--- src/hw/rtl/cmfr_pkg.sv ---
// Shared types and constants of the DSP command engine and frame ring.
// No dependencies; imported by every module of the block.
package cmfr_pkg;

    // Fixed field widths of the command and result transfers
    localparam int ADDR_W   = 16;
    localparam int VAL_W    = 24;
    localparam int UPPER_W  = 16;
    localparam int FRAMES_W = 16;
    localparam int DROP_W   = 32;
    localparam int BASE_W   = 40;

    // Remainder unit: dividend holds a ring position plus up to a frame count
    localparam int DVD_W = 25;
    localparam int DVS_W = 24;

    typedef logic [2:0] t_action;
    localparam t_action ACT_READ    = 3'd0;
    localparam t_action ACT_WRITE   = 3'd1;
    localparam t_action ACT_SETTING = 3'd2;
    localparam t_action ACT_VERSION = 3'd3;
    localparam t_action ACT_RESET   = 3'd4;
    localparam t_action ACT_TICK    = 3'd5;

    typedef logic [1:0] t_space;
    localparam t_space SPC_P   = 2'd0;
    localparam t_space SPC_X   = 2'd1;
    localparam t_space SPC_Y   = 2'd2;
    localparam t_space SPC_BAD = 2'd3;

    typedef logic [3:0] t_setting;
    localparam t_setting SET_ENABLE = 4'd0;
    localparam t_setting SET_DELTA  = 4'd1;
    localparam t_setting SET_NUMBER = 4'd2;
    localparam t_setting SET_INFORM = 4'd3;
    localparam t_setting SET_PERIOD = 4'd4;
    localparam t_setting SET_SIZE   = 4'd5;
    localparam t_setting SET_TAIL   = 4'd6;
    localparam t_setting SET_HEAD   = 4'd7;
    localparam t_setting SET_DROPS  = 4'd8;
    localparam t_setting SET_BASE   = 4'd9;

    localparam logic [VAL_W-1:0] RESET_X0    = 24'h000100;
    localparam logic [VAL_W-1:0] MIN_VERSION = 24'h550103;

    // Command from the controller to the frame ring
    typedef struct packed {
        logic                set_wr;
        t_setting            setting;
        logic [VAL_W-1:0]    value;
        logic [UPPER_W-1:0]  upper;
        logic                tick;
        logic [FRAMES_W-1:0] frames;
    } t_ring_cmd;

    // Status from the frame ring back to the controller
    typedef struct packed {
        logic              done;
        logic [VAL_W-1:0]  head;
        logic [VAL_W-1:0]  tail;
        logic [DROP_W-1:0] drops;
    } t_ring_stat;

endpackage

--- src/hw/rtl/cmfr_rem.sv ---
// Iterative restoring remainder unit, one dividend bit per cycle.
// Shared by the frame ring for both wrap computations; uses cmfr_pkg.
module cmfr_rem
    import cmfr_pkg::*;
(
    input  logic             i_clk,
    input  logic             i_rst_n,
    input  logic             i_start,
    input  logic [DVD_W-1:0] i_dividend,
    input  logic [DVS_W-1:0] i_divisor,
    output logic             o_done,
    output logic [DVS_W-1:0] o_rem
);

    localparam int CNT_W = $clog2(DVD_W + 1);

    logic             r_busy;
    logic             r_done;
    logic [CNT_W-1:0] r_cnt;
    logic [DVD_W-1:0] r_dvd;
    logic [DVS_W-1:0] r_dvs;
    logic [DVS_W-1:0] r_rem;
    logic [DVS_W:0]   shifted;
    logic [DVS_W:0]   diff;
    logic [DVS_W-1:0] n_rem;

    // Shift in the next dividend bit and subtract when it fits
    always_comb begin
        shifted = {r_rem, r_dvd[DVD_W-1]};
        diff    = shifted - {1'b0, r_dvs};
        if (shifted >= {1'b0, r_dvs}) begin
            n_rem = diff[DVS_W-1:0];
        end else begin
            n_rem = shifted[DVS_W-1:0];
        end
    end

    // Control: count the steps and pulse done after the last one
    always_ff @(posedge i_clk) begin
        if (!i_rst_n) begin
            r_busy <= 1'b0;
            r_done <= 1'b0;
            r_cnt  <= '0;
        end else begin
            r_done <= 1'b0;
            if (i_start) begin
                r_busy <= 1'b1;
                r_cnt  <= CNT_W'(DVD_W);
            end else if (r_busy) begin
                r_cnt <= r_cnt - 1'b1;
                if (r_cnt == CNT_W'(1)) begin
                    r_busy <= 1'b0;
                    r_done <= 1'b1;
                end
            end
        end
    end

    // Datapath: load operands, then advance one bit a cycle
    always_ff @(posedge i_clk) begin
        if (i_start) begin
            r_dvd <= i_dividend;
            r_dvs <= i_divisor;
            r_rem <= '0;
        end else if (r_busy) begin
            r_dvd <= r_dvd << 1;
            r_rem <= n_rem;
        end
    end

    assign o_done = r_done;
    assign o_rem  = r_rem;

endmodule

--- src/hw/rtl/cmfr_ring.sv ---
// Frame-ring registers and the frame-tick sequencer.
// Computes the head advance in closed form through cmfr_rem; uses cmfr_pkg.
module cmfr_ring
    import cmfr_pkg::*;
(
    input  logic       i_clk,
    input  logic       i_rst_n,
    input  t_ring_cmd  i_cmd,
    output t_ring_stat o_stat
);

    typedef enum logic [4:0] {
        R_IDLE = 5'b00001,
        R_MOD1 = 5'b00010,
        R_STEP = 5'b00100,
        R_MOD2 = 5'b01000,
        R_DONE = 5'b10000
    } t_rstate;

    t_rstate             r_state, n_state;
    logic [VAL_W-1:0]    r_enable, r_delta, r_slots, r_inform;
    logic [VAL_W-1:0]    r_period, r_size, r_tail, r_head;
    logic [DROP_W-1:0]   r_drops;
    logic [BASE_W-1:0]   r_base;
    logic [FRAMES_W-1:0] r_frames;
    logic [VAL_W-1:0]    r_next;

    logic                rem_start;
    logic [DVD_W-1:0]    rem_dividend;
    logic                rem_done;
    logic [DVS_W-1:0]    rem_out;
    logic [VAL_W-1:0]    room;
    logic [VAL_W-1:0]    adv;

    cmfr_rem u_rem (
        .i_clk      (i_clk),
        .i_rst_n    (i_rst_n),
        .i_start    (rem_start),
        .i_dividend (rem_dividend),
        .i_divisor  (r_slots),
        .o_done     (rem_done),
        .o_rem      (rem_out)
    );

    // Free slots ahead of the first new head; a tail past the ring never blocks
    always_comb begin
        if (r_tail >= r_next) begin
            room = r_tail - r_next;
        end else begin
            room = r_tail - r_next + r_slots;
        end
        if (r_tail >= r_slots || {8'b0, r_frames} < room) begin
            adv = VAL_W'(r_frames);
        end else begin
            adv = room;
        end
    end

    // Sequence the tick
    always_comb begin
        n_state      = r_state;
        rem_start    = 1'b0;
        rem_dividend = DVD_W'(r_head) + 1'b1;
        unique case (r_state)
            R_IDLE: begin
                if (i_cmd.tick) begin
                    if (r_slots == '0) begin
                        n_state = R_DONE;
                    end else begin
                        rem_start = 1'b1;
                        n_state   = R_MOD1;
                    end
                end
            end
            R_MOD1: begin
                if (rem_done) begin
                    n_state = R_STEP;
                end
            end
            R_STEP: begin
                rem_dividend = DVD_W'(r_next) + DVD_W'(adv) - 1'b1;
                if (adv == '0) begin
                    n_state = R_DONE;
                end else begin
                    rem_start = 1'b1;
                    n_state   = R_MOD2;
                end
            end
            R_MOD2: begin
                if (rem_done) begin
                    n_state = R_DONE;
                end
            end
            R_DONE: begin
                n_state = R_IDLE;
            end
            default: begin
                n_state = R_IDLE;
            end
        endcase
    end

    // Hold the frame count of the tick in flight and the first new head position
    always_ff @(posedge i_clk) begin
        if (r_state == R_IDLE && i_cmd.tick) begin
            r_frames <= i_cmd.frames;
        end
        if (r_state == R_MOD1 && rem_done) begin
            r_next <= rem_out;
        end
    end

    // Ring registers: host writes and tick updates
    always_ff @(posedge i_clk) begin
        if (!i_rst_n) begin
            r_state  <= R_IDLE;
            r_enable <= '0;
            r_delta  <= '0;
            r_slots  <= '0;
            r_inform <= '0;
            r_period <= '0;
            r_size   <= '0;
            r_tail   <= '0;
            r_head   <= '0;
            r_drops  <= '0;
            r_base   <= '0;
        end else begin
            r_state <= n_state;
            if (i_cmd.set_wr) begin
                case (i_cmd.setting)
                    SET_ENABLE: r_enable <= i_cmd.value;
                    SET_DELTA:  r_delta  <= i_cmd.value;
                    SET_NUMBER: r_slots  <= i_cmd.value;
                    SET_INFORM: r_inform <= i_cmd.value;
                    SET_PERIOD: r_period <= i_cmd.value;
                    SET_SIZE:   r_size   <= i_cmd.value;
                    SET_TAIL:   r_tail   <= i_cmd.value;
                    SET_HEAD:   r_head   <= i_cmd.value;
                    SET_DROPS:  r_drops  <= DROP_W'(i_cmd.value);
                    SET_BASE:   r_base   <= BASE_W'(i_cmd.value) |
                                            (BASE_W'(i_cmd.upper) << 16);
                    default:    ;
                endcase
            end
            // Zero slots: drop every frame
            if (r_state == R_IDLE && i_cmd.tick && r_slots == '0) begin
                r_drops <= r_drops + DROP_W'(i_cmd.frames);
            end
            // Count frames that found the ring full
            if (r_state == R_STEP) begin
                r_drops <= r_drops + (DROP_W'(r_frames) - DROP_W'(adv));
            end
            if (r_state == R_MOD2 && rem_done) begin
                r_head <= rem_out;
            end
        end
    end

    assign o_stat.done  = (r_state == R_DONE);
    assign o_stat.head  = r_head;
    assign o_stat.tail  = r_tail;
    assign o_stat.drops = r_drops;

endmodule

--- config.mk ---
export PLATFORM = sky130hd
export DESIGN_NAME = cmfr_ring
export DESIGN_NICKNAME = d
export VERILOG_FILES = /design/src/hw/rtl/cmfr_pkg.sv /design/src/hw/rtl/cmfr_rem.sv /design/src/hw/rtl/cmfr_ring.sv
export SDC_FILE = /design/constraint.sdc
export NUM_CORES = 1
export LEC_CHECK = 0
export ABC_AREA = 1
export BUFFER_PORTS_ARGS = -buffer_cell sky130_fd_sc_hd__clkbuf_2
export CAP_MARGIN = 10
export CORE_MARGIN = 10
export CORE_UTILIZATION = 35
export CTS_BUF_LIST = sky130_fd_sc_hd__clkbuf_8
export DETAILED_ROUTE_END_ITERATION = 8
export PLACE_DENSITY = 0.53
export SETUP_SLACK_MARGIN = 0.1
export SYNTH_ARGS = -nofsm -noshare
export SYNTH_HDL_FRONTEND = slang
export SYNTH_SLANG_ARGS = --single-unit
export TNS_END_PERCENT = 100
--- constraint.sdc ---
create_clock -name i_clk -period 18.8 [get_ports i_clk]
set_input_delay 0.94 -clock i_clk [delete_from_list [all_inputs] [get_ports i_clk]]
set_output_delay 0.94 -clock i_clk [all_outputs]
set_load 0.03 [all_outputs]
==> summary.txt, run 1 <==
Yosys
  • Mapped Cells: around 2,900
  • Mapped cell area: 0.0199 sq mm
  • EDFF count, synth: 89
  • Synth Flop Type: dfxtp_1
  • Yosys warns: 0
  • Synth Register Bits: approximately 230
  • Sequential area share after synthesis: 27.5%
  • Avg Cell Area, Syn: 6.90 sq um
  • Async set-reset flop share out of synthesis: 0%
  • Distinct cells, synth: 54

Layout
  • Nets@finish: 3,285
  • Area growth syn-to-layout: 11.6%
  • Fill cells: 6,131
  • Leading cell types in the layout, fill and taps excluded: nand2_1, inv_1, a21oi_1
  • Most common cell after layout, fill and taps aside: nand2_1
  • Final instance area: 0.0222 sq mm
  • Layout cells sized above 1: 8.82%
  • Final std cells w/o fill: approximately 3,800

GRT
  • Overall Global Routing Usage: 21.6%
  • Grt ovf: 0
  • First-pass GRT wire length: 112,000 microns
  • Antenna violations before repair: 8
  • Largest net degree at the start of global routing: 82
  • Vias in the first global route: 19,000

CTS
  • Post-CTS Hold Buffers: 0
  • Number of H-tree levels: 2
  • Post-CTS setup buffer count: 0
  • Clock slew at reported path FFs: 0.06 ns
  • Inserted Clock Buffers: between 40 and 50
  • # clock sinks: 229
  • Worst-case clock buffer depth: 3
  • Skew-Pair Late Insertion Delay: about 0.63 ns
  • Post-cts repair resize count: 0
  • CTS tree: done
  • Clock Tree Root: clkbuf_8

Routing
  • Vias: between 20,000 and 25,000
  • WL per Instance: slightly below 20 microns
  • Number of DRC markers in iteration 0: approximately 1,500
  • DRC errors left: 0
  • Post-Route WL: 74,300 microns
  • Post-DRT Antenna Nets: 0
  • Drt via density: 5.32
  • TritonRoute pass-1 iters: 6

Floorplanning
  • Die H: 259 microns
  • Die W: 259 microns
  • FP Rows: 87
  • Core footprint: approximately 0.056 sq mm
  • Initial Utilization: 35.3%
  • Total die area: roughly 0.067 sq mm
  • Ports: 145

STA
  • Slew @ Worst Pin: 1.07 ns
  • Tcrit/Tclk final: just under 60%
  • Pins Over Slew Limit: 0
  • Unrepaired setup endpoints after global routing: false
  • Hold Worst Slack: about 0.49 ns
  • Fmax achieved: approximately 92 MHz
  • Max_slew headroom: a little under 30%
  • Setup TNS: 0 ns
  • Final hold viol count: 0
  • Final setup vio count: 0
  • Clk_skew: 0.0476 ns
  • Min cycle time layout: 10.85 ns

Setup path
  • Crit path launch type: flop
  • CP max stage delay: 0.45 ns
  • Crit path top cell by count: nand2_1
  • Worst path required time: 19.33 ns
  • Worst Path Buf+Inv: 7
  • Crit-path leading delay family: compound AO/OA/AOI/OAI gates
  • Critical Path End Type: flop
  • Worst-path maximum fanout: 23
  • Slowest cell on crit path: edfxtp_1
  • Crit path DAT: 11.38 ns
  • Critical path type: flop to flop

Worst hold path
  • Worst min path class: flop to flop

Power
  • Pwr Total: about 2.1 mW
  • P_leak: 10.4 nW
  • P per Cell Area: 96.1 mW/mm^2
  • Maximum resistive drop on vdd: approximately 0.054 mV

Place
  • Placed cells: 3,715
  • Placed wire-length estimate: 60,200 microns
  • I/O Buffers: 128
  • Placed Instance Area: 0.0213 sq mm
  • Routability Congestion: 0.943

Flow run
  • Max-Cap Viols: 0

Status
  • Outcome: finished, final reports clean
## sequential cells by signal, indices dropped and copies added (netlist names)
signal and flops:
r_state 5, u_rem.r_dvs 24, r_frames 16, r_next 24, r_slots 24, r_tail 24
u_rem.r_dvd 25, r_drops 32, u_rem.r_busy 1, u_rem.o_done 1, u_rem.o_rem 24, r_head 24
u_rem.r_cnt 5
## per-stage QoR
step / worst slack (ns) / util (%)
after floorplan: 10.81 / -
after global placement: 8.07 / 37.7
after detailed placement: 8.11 / 37.7
after CTS: 8.05 / 39.4
after global routing: 6.95 / 39.4
final: 7.95 / 39.4
## report_power, final
part | internal [mW] | switching, mW
Clock | 0.310 | 0.242
Sequential | 0.578 | 0.0486
Combinational | 0.311 | 0.647
Total | 1.20 | 0.937
## cell families (layout without fill, tap and decap cells)
family,count (synthesis),count (layout),share of synthesized area [%]
and+or+nand+nor,1074,1074,23.1
AOI/OAI and AO/OA,801,801,22.1
buffers and inverters,472,616,9.30
DFF,229,229,27.5
adders and majority gates,215,215,13.7
xor gates and xnor gates,97,97,4.26
other,1,12,0.0188
## synthesized netlist by cell type (19+ instances only)
cell | instances | share of area (%)
inv_1 | 389 | 7.3
a21oi_1 | 320 | 8.0
xor2_1 | 53 | 2.3
a31oi_1 | 31 | 0.97
dfxtp_1 | 140 | 14
nor3_1 | 45 | 1.1
nor2_1 | 234 | 4.4
nand4_1 | 66 | 2.1
a21oi_2 | 19 | 0.84
nand2_1 | 549 | 10
clkbuf_1 | 56 | 1.1
nand3_1 | 114 | 2.9
xnor2_1 | 44 | 1.9
o211ai_1 | 30 | 1.1
edfxtp_1 | 89 | 13
ha_1 | 209 | 13
o21ai_0 | 315 | 7.9
## final timing paths
path | from | end | slack [ns] | depth (start not counted)
hold reg to reg | u_rem.r_dvd[6]$_DFFE_PP_ | u_rem.r_dvd[7]$_DFFE_PP_ | 0.49 | 2
setup / recovery | r_next[0]$_DFFE_PP_ | r_drops[27]$_SDFFE_PN0P_ | 7.95 | 57
setup reg to reg | r_next[0]$_DFFE_PP_ | r_drops[27]$_SDFFE_PN0P_ | 7.95 | 57
hold / removal | u_rem.r_dvd[6]$_DFFE_PP_ | u_rem.r_dvd[7]$_DFFE_PP_ | 0.49 | 2
## final cells by class
| cell class | instances | area (sq um) | area share [%] |
|---|---|---|---|
| Antenna cell | 4 | 10.0 | 0.0450 |
| Clock buffer | 49 | 674 | 3.03 |
| Clock inverter | 32 | 279 | 1.25 |
| Inverter | 395 | 1480 | 6.67 |
| Multi-Input combinational cell | 2195 | 12600 | 56.8 |
| Sequential cell | 229 | 5480 | 24.6 |
| Tap cell | 756 | 946 | 4.25 |
| Timing Repair Buffer | 140 | 731 | 3.29 |
## worst register-to-register path: cells and delay by family, from the launching register on
family	cells	cell delay, ns
buf+inv	7	0.84
compound gates	18	4.20
flops	1	0.45
simple gates	21	2.36
xor+xnor	4	0.83
fa+ha+maj	7	2.07
## routing by layer
layer  up-vias  GRT usage, %  part of all wire, %
met4         0          7.14                  3.1
li1      10100             -                    -
met1      9386          28.2                   44
met3       112          2.75                  6.3
met5         -             0                    0
met2       634          36.4                   47
Power figures use the tool's default switching activity.
==> inputs of run 2 (changes only) <==
PLACE_DENSITY = 0.55   (was 0.53)
clock period = 9.1 ns   (was 18.8 ns; I/O delays follow)
==> run 2 against run 1 <==
  * First-iteration DRC count increased by 4.2%
  * Non-clock buffer count increased by 97
  * Sequential cell count unchanged
  * Critical endpoint is now r_drops[20]$_SDFFE_PN0P_
  * Cell count increased by 2.6%
  * Setup slack got worse by 7.4 ns
  * Clock power increased by 110%
  * Critical path depth increased by 1
  * Power increased by 120%
  * Combinational power increased by 140%
  * Via count increased by 2.4%
  * Fmax increased by 27%
==> summary.txt, run 2 (synthesis results as in run 1) <==
Floorplanning
  • Ports: 145 (unchanged)
  • Core footprint: 0.0564 sq mm (unchanged)
  • Die W: 259 microns (unchanged)
  • Total die area: 0.0669 sq mm (unchanged)
  • Initial Utilization: 35.3% (unchanged)
  • FP Rows: 87 (unchanged)
  • Die H: 259 microns (unchanged)

Layout
  • Leading cell types in the layout, fill and taps excluded: nand2_1, inv_1, a21oi_1
  • Largest registers: r_drops: 32 flops, u_rem.r_dvd: 25 flops
  • Max FFs per register: 32 (unchanged)
  • Area growth syn-to-layout: 16.6%
  • Register with the most flip-flops: r_drops
  • Layout Utilization: 41.2% (+1.8 points)
  • Nets@finish: 3,382 (+3.0%)
  • Most common cell after layout, fill and taps aside: nand2_1
  • Layout cells sized above 1: 13.5% (+4.7 points)

STA
  • Pins Over Slew Limit: 0 (unchanged)
  • Unrepaired setup endpoints after global routing: false
  • Final hold viol count: 0 (unchanged)
  • Slew @ Worst Pin: 1.11 ns (+0.0463 ns)
  • Setup ws final: 0.535 ns (-7.42 ns)
  • Final setup vio count: 0 (unchanged)
  • Min cycle time layout: 8.57 ns (-2.28 ns)
  • Tcrit/Tclk final: 94.1% (+36 points)
  • Max_slew headroom: 25.7% (-3.1 points)
  • Fmax achieved: 117 MHz (+27%)
  • Clk_skew: 0.0294 ns (-0.0182 ns)

Setup path
  • Crit path DAT: 9.08 ns (-2.30 ns)
  • Slowest cell on crit path: edfxtp_1
  • FF-to-FF path depth: 58 (+1.8%)
  • Critical path type: flop to flop
  • Crit path top cell by count: nand2_1
  • CP max stage delay: 0.52 ns (+0.07 ns)
  • WP depth: 58 (+1.8%)
  • Worst reg2reg setup slack: 0.53 ns (-7.42 ns)
  • Critical Path End Type: flop
  • Crit path launch type: flop
  • Worst path required time: 9.61 ns (-9.72 ns)
  • Worst-path maximum fanout: 6 (-74%)
  • Crit-path leading delay family: compound AO/OA/AOI/OAI gates
  • Worst Path Buf+Inv: 9 (+2)

Power
  • P_leak: 10.9 nW (+5.2%)
  • Net switching power: 2.03 mW (+120%)
  • P per Cell Area: 205 mW/mm^2 (+110%)
  • Sw Share: 42.6% (-1.2 points)
  • Combinational group share of total power: 48.2% (+3.3 points)
  • Clock share of power: 24.5% (-1.3 points)
  • Share of power burned in registers: 27.3% (-2.0 points)
  • Pint: 2.73 mW (+130%)
  • Maximum resistive drop on vdd: 0.116 mV (+120%)

CTS
  • Clock Tree Root: clkbuf_8
  • Clock slew at reported path FFs: 0.06 ns (about the same)
  • Inserted Clock Buffers: 45 (unchanged)
  • Post-CTS Hold Buffers: 0 (unchanged)
  • CTS tree: done
  • Number of H-tree levels: 2 (unchanged)
  • Skew-Pair Late Insertion Delay: 0.63 ns (about the same)
  • # clock sinks: 229 (unchanged)
  • Worst-case clock buffer depth: 3 (unchanged)

Routing
  • Post-DRT Antenna Nets: 0 (unchanged)
  • WL per Instance: 19.4 microns (-0.98%)
  • DRC errors left: 0 (unchanged)
  • Post-Route WL: 75,500 microns (+1.6%)
  • Number of DRC markers in iteration 0: 1,614 (+4.2%)
  • Vias: 20,700 (+2.4%)
  • TritonRoute pass-1 iters: 6 (unchanged)
  • Drt via density: 5.31 (-0.16%)

Place
  • Post-place setup slack: -0.0999 ns (-8.21 ns)
  • I/O Buffers: 128 (unchanged)
  • Routability Congestion: 0.955 (+1.2%)
  • Placed wire-length estimate: 61,100 microns (+1.4%)

GRT
  • Grt ovf: 0 (unchanged)
  • Overall Global Routing Usage: 21.8% (+0.15 points)
  • First-pass GRT wire length: 114,000 microns (+1.1%)
  • Antenna violations before repair: 10 (+2)
  • Largest net degree at the start of global routing: 82 (unchanged)
  • Vias in the first global route: 19,800 (+4.1%)

Worst hold path
  • Worst min path class: input port to flop
  • Hold-critical path depth: 1 (-1)

Flow run
  • Max-Cap Viols: 0 (unchanged)

Status
  • Outcome: finished, final reports clean
[run 2: changes by cell type in the layout (fill, tap and decap cells not counted), sizes merged]
| cell | delta |
|---|---|
| clkbuf | +3 |
| inv | -2 |
| clkinv | +4 |
| diode | -3 |
| buf | +97 |
| clkinvlp | -2 |
[run 2: final timing paths]
| path | from | endpoint |
|---|---|---|
| worst min-delay path | i_cmd[8] | r_frames[8]$_DFFE_PP_ |
| worst min register to register | u_rem.r_dvd[10]$_DFFE_PP_ | u_rem.r_dvd[11]$_DFFE_PP_ |
| worst max register to register | r_next[0]$_DFFE_PP_ | r_drops[20]$_SDFFE_PN0P_ |
| worst max-delay path | r_next[0]$_DFFE_PP_ | r_drops[20]$_SDFFE_PN0P_ |
[run 2: worst reg2reg max path, delay by kind of cell (launching register included)]
kind                     cells  cell delay, ns
AO/OA/AOI/OAI               18            2.82
adder cells (fa/ha/maj)      5            1.46
XOR/XNOR                     4            0.75
flip-flops                   1            0.52
buffers and inverters        9            0.98
AND/OR/NAND/NOR             22            1.93
[run 2: metrics by stage]
step                      hold WS [ns]  setup TNS, ns  power (mW)  cell area [sq um]  cells
after global placement           0.495        -0.0237        3.48              21900   3803
after floorplan                  0.437              0        2.75              19900   2896
after CTS                      0.00783              0        4.70              23000   3888
after detailed placement         0.497         -0.192        3.50              21900   3803
after global routing            0.0310              0        5.12              23200   3896
final                           0.0557              0        4.76              23200   3897
[run 2: area by class of cell]
class	count	area (sq um)
Tap cell	756	946
Sequential cell	229	5480
Fill cell	6075	33200
Antenna cell	1	2.50
Timing Repair Buffer	237	1470
Clock inverter	32	273
Multi-Input combinational cell	2195	12900
Inverter	395	1480
Clock buffer	52	716
[run 2: timing repair]
| action | in CTS | in global routing |
|---|---|---|
| resized for setup | 13 | 72 |
| endpoints found under the setup margin | 15 | 30 |
| setup buffers | 1 | 8 |
| pin swaps | 1 | 14 |
[run 2: power groups by stage]
stage	clock (mW)	sequential [mW]	combinational, mW
after global placement	0	1.31	2.16
after CTS	1.19	1.30	2.21
after floorplan	0	1.33	1.41
after detailed placement	0	1.32	2.19
final	1.17	1.30	2.30
after global routing	1.24	1.31	2.57
[run 2: per-layer routing]
| metal | track usage (%) | vias up | wire length, microns |
|---|---|---|---|
| met2 | 36.6 | 606 | 35100 |
| li1 | - | 10300 | - |
| met4 | 7.45 | 2 | 2550 |
| met1 | 27.5 | 9686 | 32700 |
| met5 | 0 | - | 17 |
| met3 | 4.18 | 122 | 5070 |
==> inputs of run 3 (changes only) <==
BUFFER_PORTS_ARGS = -buffer_cell sky130_fd_sc_hd__buf_4   (was -buffer_cell sky130_fd_sc_hd__clkbuf_2)
PLACE_DENSITY = 0.53   (was 0.55)
clock period = 9.2 ns   (was 9.1 ns; I/O delays follow)
==> run 3 against run 2 <==
  * Fmax grew 1.7%
  * Combinational power is essentially flat
  * First-iteration DRC count shrank 15%
  * Largest power group unchanged
  * Hold slack lost 0.0055 ns
  * Wire length grew 1.6%
  * Sequential cell count is the same
  * Die area is the same
  * Critical path type unchanged
  * Cell count grew 0.59%
==> summary.txt, run 3 (synthesis results as in run 1) <==
Floorplanning
  • Total die area: 0.0669 sq mm (unchanged)
  • FP Rows: 87 (unchanged)
  • Die W: 259 microns (unchanged)
  • Ports: 145 (unchanged)
  • Die H: 259 microns (unchanged)
  • Initial Utilization: 35.3% (unchanged)
  • Core footprint: 0.0564 sq mm (unchanged)

Layout
  • Layout cells sized above 1: 13.5% (+0.028 points)
  • Largest registers: r_drops: 32 flops, u_rem.r_dvd: 25 flops
  • Nets@finish: 3,404 (+0.65%)
  • Most common cell after layout, fill and taps aside: nand2_1
  • Area of the multi-input gates: 0.0128 sq mm (-0.18%)
  • Max FFs per register: 32 (unchanged)
  • Register with the most flip-flops: r_drops
  • Storage cell area: 0.00548 sq mm (about the same)
  • Leading cell types in the layout, fill and taps excluded: nand2_1, inv_1, a21oi_1
  • Final instance area: 0.0238 sq mm (+2.2%)
  • Fill cells: 6,074 (-0.016%)
  • Area growth syn-to-layout: 19.2%

Status
  • Outcome: finished, final reports clean

Setup path
  • Critical Path End Type: flop
  • Crit path top cell by count: nand2_1
  • Launch point of the worst path: r_next[0]$_DFFE_PP_
  • Crit path launch type: flop
  • Critical path type: flop to flop
  • Crit path DAT: 8.94 ns (-0.14 ns)
  • Crit-path leading delay family: compound AO/OA/AOI/OAI gates
  • Worst path required time: 9.72 ns (+0.11 ns)
  • CP max stage delay: 0.48 ns (-0.04 ns)
  • Worst r2r src: r_next[0]$_DFFE_PP_
  • Slowest cell on crit path: edfxtp_1
  • Worst-path maximum fanout: 13 (+7)
  • Worst Path Buf+Inv: 10 (+1)

CTS
  • Skew-Pair Late Insertion Delay: 0.65 ns (+0.02 ns)
  • Clock Tree Root: clkbuf_8
  • Number of H-tree levels: 2 (unchanged)
  • Clock slew at reported path FFs: 0.06 ns (about the same)
  • # clock sinks: 229 (unchanged)
  • Inserted Clock Buffers: 46 (+2.2%)
  • Worst-case clock buffer depth: 3 (unchanged)
  • CTS tree: done

Power
  • P_leak: 11.1 nW (+1.6%)
  • Pwr Total: 4.76 mW (about the same)
  • Combinational group share of total power: 48.3% (about the same)
  • Share of power burned in registers: 27.0% (-0.3 points)
  • Maximum resistive drop on vdd: 0.117 mV (+0.78%)
  • Clock share of power: 24.8% (+0.3 points)
  • P per Cell Area: 200 mW/mm^2 (-2.2%)
  • Pint: 2.75 mW (+0.67%)
  • Net switching power: 2.01 mW (-0.91%)
  • Sw Share: 42.2% (-0.39 points)

Worst hold path
  • Hold path start: i_cmd[14]
  • Worst min path class: input port to flop

STA
  • Clk_skew: 0.0500 ns (+0.0207 ns)
  • Setup TNS: 0 ns (unchanged)
  • Max_slew headroom: 27.4% (+1.6 points)
  • Tcrit/Tclk final: 91.5% (-2.6 points)
  • Final setup vio count: 0 (unchanged)
  • Pins Over Slew Limit: 0 (unchanged)
  • Min cycle time layout: 8.42 ns (-0.146 ns)
  • Unrepaired setup endpoints after global routing: false
  • Slew @ Worst Pin: 1.09 ns (-0.0246 ns)
  • Fmax achieved: 119 MHz (+1.7%)
  • Hold Worst Slack: 0.0502 ns (-0.00551 ns)
  • Final hold viol count: 0 (unchanged)

Routing
  • Number of DRC markers in iteration 0: 1,367 (-15%)
  • Post-Route WL: 76,700 microns (+1.6%)
  • DRC errors left: 0 (unchanged)
  • Vias: 20,500 (-0.72%)
  • TritonRoute pass-1 iters: 5 (-1)
  • Post-DRT Antenna Nets: 0 (unchanged)
  • WL per Instance: 19.6 microns (+1.0%)
  • Drt via density: 5.24 (-1.3%)

GRT
  • Largest net degree at the start of global routing: 65 (-21%)
  • Overall Global Routing Usage: 22.2% (+0.44 points)
  • Antenna violations before repair: 8 (-2)
  • First-pass GRT wire length: 115,000 microns (+1.3%)
  • Grt ovf: 0 (unchanged)
  • Vias in the first global route: 19,800 (-0.076%)

Flow run
  • Max-Cap Viols: 0 (unchanged)

Place
  • I/O Buffers: 128 (unchanged)
  • Placed Instance Area: 0.0223 sq mm (+1.7%)
  • Placed wire-length estimate: 62,200 microns (+1.9%)
  • Routability Congestion: 0.942 (-1.4%)
run 3: cell types whose count changed in the layout (fill, tap and decap cells not counted), sizes merged:
cell	previous run	this run
clkinv	15	18
inv	406	401
buf	110	244
clkbuf	179	57
bufinv	5	4
dlygate4sd3	0	14
run 3: worst paths after layout:
path / depth (start not counted) / to / slack (ns)
max: 54 / r_drops[20]$_SDFFE_PN0P_ / 0.78
min: 1 / r_frames[14]$_DFFE_PP_ / 0.05
max reg2reg: 54 / r_drops[20]$_SDFFE_PN0P_ / 0.78
min reg2reg: 2 / u_rem.r_dvd[5]$_DFFE_PP_ / 0.51
run 3: layout make-up:
type | instances | share of cell area, %
inverters | 395 | 6.25
repair buffers | 258 | 8.32
clock inverters | 29 | 0.985
diodes | 1 | 0.0105
clock buffers | 57 | 3.30
well taps | 756 | 3.98
flip-flops and latches | 229 | 23.1
multi-input cells | 2195 | 54.1
run 3: layer usage:
metal / routed length [microns] / vias to the layer above / track usage, %
met5: 0 / - / 0
met4: 2300 / 0 / 6.53
li1: - / 10300 / -
met2: 36500 / 525 / 38.5
met3: 3890 / 106 / 3.48
met1: 34000 / 9586 / 28.0
run 3: per-stage QoR:
step	worst slack, ns	utilization [%]	std cells
floorplan	1.21	-	2896
global placement	0.0967	39.6	3810
detailed placement	0.00210	39.6	3810
CTS	0.104	41.7	3911
global route	0.0688	42.1	3919
finish	0.780	42.1	3920
run 3: what timing repair did:
item / CTS / global route
endpoints found under the setup margin: 11 / 30
gates resized for setup: 6 / 62
pin swaps: 1 / 12
hold endpoints to repair: 14 / 0
buffers inserted: 1 / 8
hold buffers: 14 / 0
run 3: power by group through the flow:
| stage | sequential, mW | clock (mW) | combinational, mW |
|---|---|---|---|
| final | 1.28 | 1.18 | 2.30 |
| after CTS | 1.28 | 1.21 | 2.26 |
| after detailed placement | 1.30 | 0 | 2.23 |
| after global routing | 1.30 | 1.26 | 2.57 |
| after floorplan | 1.32 | 0 | 1.40 |
| after global placement | 1.30 | 0 | 2.21 |
